**config.mk**
```make
export PLATFORM = sky130hd
export DESIGN_NAME = ccd_quarter
export DESIGN_NICKNAME = d
export VERILOG_FILES = /design/src/design/ccd_pkg.sv /design/src/design/ccd_quarter.sv
export SDC_FILE = /design/constraint.sdc
export NUM_CORES = 1
export LEC_CHECK = 0
export BUFFER_PORTS_ARGS = -buffer_cell sky130_fd_sc_hd__buf_4
export CORE_UTILIZATION = 50
export DETAILED_ROUTE_END_ITERATION = 7
export PLACE_DENSITY_LB_ADDON = 0.1
export REMOVE_ABC_BUFFERS = 1
export SLEW_MARGIN = 0
export SYNTH_ARGS = -nofsm -noshare
export SYNTH_HDL_FRONTEND = slang
export SYNTH_SLANG_ARGS = --single-unit
```
**constraint.sdc**
```tcl
create_clock -name vclk -period 19.2
set_input_delay 0 -clock vclk [all_inputs]
set_output_delay 0 -clock vclk [all_outputs]
set_load 0.05 [all_outputs]
```
**src/design/ccd_pkg.sv**
```systemverilog
// Package for the ChaCha permutation random byte generator.
// Holds payload structs, command codes, sequencer states and constants.
package ccd_pkg;

   typedef enum logic [1:0] {
      CMD_SEED     = 2'd0,
      CMD_ENTROPY  = 2'd1,
      CMD_GENERATE = 2'd2,
      CMD_UNUSED   = 2'd3
   } cmd_type;

   typedef struct packed {
      logic [1:0]  cmd;
      logic [63:0] timestamp;
      logic [31:0] tick_count;
      logic [7:0]  entropy_byte;
      logic        last_entropy;
      logic [6:0]  byte_count;
      logic        fresh_request;
   } req_type;

   typedef struct packed {
      logic [7:0] random_byte;
      logic       last;
   } rsp_type;

   typedef enum logic [2:0] {
      ST_IDLE,
      ST_SEED,
      ST_PREP,
      ST_ROUND,
      ST_EMIT,
      ST_FOLD
   } state_type;

   localparam logic [31:0] SIGMA0 = 32'h61707865;
   localparam logic [31:0] SIGMA1 = 32'h3320646e;
   localparam logic [31:0] SIGMA2 = 32'h79622d32;
   localparam logic [31:0] SIGMA3 = 32'h6b206574;
   localparam logic [31:0] GOLDEN = 32'h9E3779B9;

   function automatic logic [31:0] rotl32(input logic [31:0] x, input int n);
      rotl32 = (x << n) | (x >> (32 - n));
   endfunction

endpackage

```
**src/design/ccd_quarter.sv**
```systemverilog
// One ChaCha quarter round, the shared unit used by the round sequencer.
// Depends on ccd_pkg for the rotate helper.
module ccd_quarter
   import ccd_pkg::*;
(
   input  logic [31:0] a_in,
   input  logic [31:0] b_in,
   input  logic [31:0] c_in,
   input  logic [31:0] d_in,
   output logic [31:0] a_out,
   output logic [31:0] b_out,
   output logic [31:0] c_out,
   output logic [31:0] d_out
);
   logic [31:0] a1, b1, c1, d1, a2, d2, c2;

   always_comb begin
      a1 = a_in + b_in;
      d1 = rotl32(d_in ^ a1, 16);
      c1 = c_in + d1;
      b1 = rotl32(b_in ^ c1, 12);
      a2 = a1 + b1;
      d2 = rotl32(d1 ^ a2, 8);
      c2 = c1 + d2;
      a_out = a2;
      d_out = d2;
      c_out = c2;
      b_out = rotl32(b1 ^ c2, 7);
   end
endmodule

```
---- Word level (Yosys, flattened, before mapping) ----
Index checks and enable logic that the tools add are counted.
storage, ports and cells
  register bits after elaboration ......... 0
  input port bits ......................... 128
  memories ................................ 0
  output and inout bits ................... 128
  bits in latches ......................... 0
  bits in read-only memories .............. 0
  RAM bits ................................ 0
operators by class
  equal/unequal tests ..................... 0
  shifts and indexed selects .............. 0
  reduce and logical (&&, ||, !) cells .... 0
  magnitude comparators ................... 0
  bitwise gates (word level) .............. 8
  mux-type cells .......................... 0
  $mul .................................... 0
  div/mod/pow operators ................... 0
  add/sub/neg operators ................... 4
operators with widths
  operator        number
  $add 32x32->32  4
  $xor 32x32->32  4
  $or 32x12->32   1
  $or 32x16->32   1
  $or 32x7->32    1
  $or 32x8->32    1

---- Depth between registers and ports, before layout ----
  word-level depth ........................ 12
  mapped depth ............................ 43
  mapped depth without buffers ............ 43

---- Least setup slack after synthesis ----
OpenSTA, ideal clock, no wires.
  path type ............................... input to output
  from .................................... input port a_in[10]
  to ...................................... output port b_out[23]
  data required time ...................... 19200 ps
  path slack .............................. 7970 ps
  cell stages on the path ................. 39
  arrival ................................. 11230 ps
  path through ............................ ha_1 -> a2111oi_0 -> o21ai_1 -> a22oi_4 -> a41oi_2 -> a211o_1 -> a31oi_1 -> xnor2_1 -> xor2_1 -> ha_1 -> a211oi_1 -> o21ai_0 -> a221oi_1 -> a21boi_0 -> xnor2_1 -> xnor2_1 -> ha_1 -> inv_1 -> [... 3 more ...] -> o2111ai_1 -> nand2_1 -> a31oi_1 -> or4_1 -> a21oi_1 -> xor2_1 -> xor2_1 -> ha_1 -> fa_1 -> a21o_1 -> a21oi_1 -> o21ai_1 -> a31o_2 -> a31oi_1 -> nor2_1 -> a31o_2 -> xor2_1 -> xor2_1
on the way
  word-level cells in the longest chain between the ends .. 12
ends and longest elaborated chain
  item                 RTL line           text
  start: declaration   ccd_quarter.sv:6   input logic [31:0] a_in,
  $add 32x32->32 *     ccd_quarter.sv:18  a1 = a_in + b_in;
  $xor 32x32->32       ccd_quarter.sv:19  d1 = rotl32(d_in ^ a1, 16);
  $or 32x16->32        ccd_pkg.sv:43      rotl32 = (x << n) | (x >> (32 - n));
  $add 32x32->32       ccd_quarter.sv:20  c1 = c_in + d1;
  $xor 32x32->32       ccd_quarter.sv:21  b1 = rotl32(b_in ^ c1, 12);
  $or 32x12->32        ccd_pkg.sv:43
  $add 32x32->32 *     ccd_quarter.sv:22  a2 = a1 + b1;
  named net a_out[24]  ccd_quarter.sv:10  output logic [31:0] a_out,
  $xor 32x32->32 *     ccd_quarter.sv:23  d2 = rotl32(d1 ^ a2, 8);
  $or 32x8->32 *       ccd_pkg.sv:43
  named net d_out[0]   ccd_quarter.sv:13  output logic [31:0] d_out
  $add 32x32->32 *     ccd_quarter.sv:24  c2 = c1 + d2;
  named net c_out[16]  ccd_quarter.sv:12  output logic [31:0] c_out,
  $xor 32x32->32 *     ccd_quarter.sv:28  b_out = rotl32(b1 ^ c2, 7);
  $or 32x7->32 *       ccd_pkg.sv:43
  end: declaration     ccd_quarter.sv:11  output logic [31:0] b_out,
The timed path passes the listed nets; every way through them passes the cells marked *.

---- Worst setup path after layout ----
  from .................................... input port b_in[10]
  to ...................................... output port b_out[1]
on the way
  word-level cells in the longest chain between the ends .. 12
ends and longest elaborated chain
  item                RTL line           text
  start: declaration  ccd_quarter.sv:7   input logic [31:0] b_in,
  $add 32x32->32      ccd_quarter.sv:18
  $xor 32x32->32      ccd_quarter.sv:19
  $or 32x16->32       ccd_pkg.sv:43
  $add 32x32->32      ccd_quarter.sv:20
  $xor 32x32->32      ccd_quarter.sv:21
  $or 32x12->32       ccd_pkg.sv:43
  $add 32x32->32      ccd_quarter.sv:22
  $xor 32x32->32      ccd_quarter.sv:23
  $or 32x8->32        ccd_pkg.sv:43
  $add 32x32->32      ccd_quarter.sv:24
  $xor 32x32->32 *    ccd_quarter.sv:28
  $or 32x7->32 *      ccd_pkg.sv:43
Mark *: on every way between the ends. The rest lies on a longest branch, timed or not.

==> flow_metrics.tcl <==
set metrics [dict create \
    synthCells 997 \
    drive_above_1_share 0.237 \
    fin_crit_ps 11740 \
    rsz0062_at_grt "no" \
    worst_path_max_delay_cell "a31oi_1" \
    die_w_um 126 \
    dp_hpwl_mm 29.2 \
    end_kind "output port" \
    critPathLaunchType "input pin" \
    place_inst 1425 \
    ctsHoldBuffers 0 \
    worst_pin_slew_ps 796 \
    path_max_fanout 7 \
    arrival_ps 11740 \
    grt_pass1_wl_mm 47.4 \
    grt_overflow 0 \
    cts_resized 0 \
    fp.dieH_um 126 \
    area_delta_synth_final_pct 27.4 \
    seq_area_um2 0 \
    multi_input_area_um2 7480 \
    row_count 44 \
    ys_warn_count 0 \
    routedWlPerCell_um 23.1 \
    antenna_found_initial 0 \
    slew_viol_final 0 \
    cts_setup_buffers 0 \
    n_clock_buffer 0 \
    drt_first_pass_iters 6 \
    required_ps 19200 \
    cp_num_cells 41 \
    worstSetupPathType "input pin to output port" \
    instances_no_fill 1425 \
    drv_cap 0 \
    io_buffers 256 \
    slowest_delay_ps 580 \
    syn_area_per_cell_um2 7.71 \
    fp.coreArea_um2 14800 \
    synth_cell_type_count 81 \
    antennaDiodeCount 0 \
    grt_pass1_vias 8496 \
    drcViolationCount 0 \
    dieArea_um2 15900 \
    start_util 0.521 \
    critical_path_buf_inv_count 3 \
    vias 9077 \
    drt-total-wl_mm 32.9 \
    fin_tns_setup_ps 0 \
    seq_cell_count 0 \
    fillCellCount 1367 \
    period_share 0.611 \
    maxSlewHeadroom 0.465 \
    outcome "completed" \
    ys_seq_area_frac 0 \
    finalSetupViolations 0 \
    nets 1501 \
    initialDrtViolationCount 785 \
    hold_viol 0 \
    vias_per_cell 6.37 \
    ios 256 \
    gr-usage-all-layers 0.394 \
    fmaxAchievable_ghz 0.0852 \
    path_delay_family "compound AO/OA/AOI/OAI gates" \
    grt_max_degree 10 \
    syn_area_um2 7690 \
    hp-class "input pin to output port" \
    gp_congestion 1.02 \
    drtAntennaViolNets 0 \
    holdPathStages 3 \
]
-- cells in the mapped netlist (16+ instances only) --
library cell,instances,area share
ha_1,126,0.20
a21oi_1,95,0.062
o21bai_1,18,0.018
a211oi_1,16,0.016
nor2_1,59,0.029
a21o_1,42,0.041
xnor2_1,84,0.096
o21ai_0,49,0.032
o21a_1,22,0.021
nand3_1,21,0.014
xor2_1,142,0.16
nand2_1,61,0.030
inv_1,44,0.021
nor3_1,18,0.012
-- path summary, 6_finish.rpt --
path / start / endpoint
setup / recovery: b_in[10] / b_out[1]
hold / removal: b_in[31] / b_out[18]
-- final cells by class --
cell class | instances | share of cell area
inverter | 44 | 0.0169
multi-input combinational | 941 | 0.763
timing repair buffer | 256 | 0.196
tap | 184 | 0.0235
-- cell families (layout without fill, tap and decap cells) --
logic type | Yosys count | after routing | share of synthesized area
AND/OR/NAND/NOR | 219 | 219 | 0.139
adder cells (fa/ha/maj) | 130 | 130 | 0.215
XOR/XNOR | 245 | 245 | 0.309
AO/OA/AOI/OAI | 345 | 345 | 0.306
multiplexers | 2 | 2 | 0.00260
buffers and inverters | 56 | 300 | 0.0277
-- per-layer routing --
layer / GRT usage / vias to the layer above / wire [um]
li1: - / 4187 / -
met1: 0.496 / 4224 / 12900
met2: 0.653 / 568 / 14900
met3: 0.0467 / 98 / 2980
met4: 0.218 / 0 / 2030
met5: 0 / - / 0
-- layout by cell type (no fill, tap or decap), drive strengths merged, types with 12 or more instances in the layout --
master / instances
nand3: 23
xor2: 145
o21ai: 61
nor3: 18
a21o: 42
inv: 44
nand2b: 12
o21bai: 18
nor2: 60
xnor2: 90
a31oi: 12
ha: 126
o21a: 22
a21oi: 98
a211oi: 19
nand4: 13
buf: 256
nand2: 61
-- per-stage QoR --
step	setup WS, ps	hold slack [ps]	cell area (um2)	util
finish	7460	507	9800	0.664
global route	7140	531	9800	0.664
CTS	7750	509	9800	0.664
detailed placement	7810	509	9800	0.664
global placement	7850	501	9800	0.664
floorplan	7970	372	7640	-
Power is not shown: default switching activity piles up to over one toggle a cycle in this logic, so the estimate is an artifact.
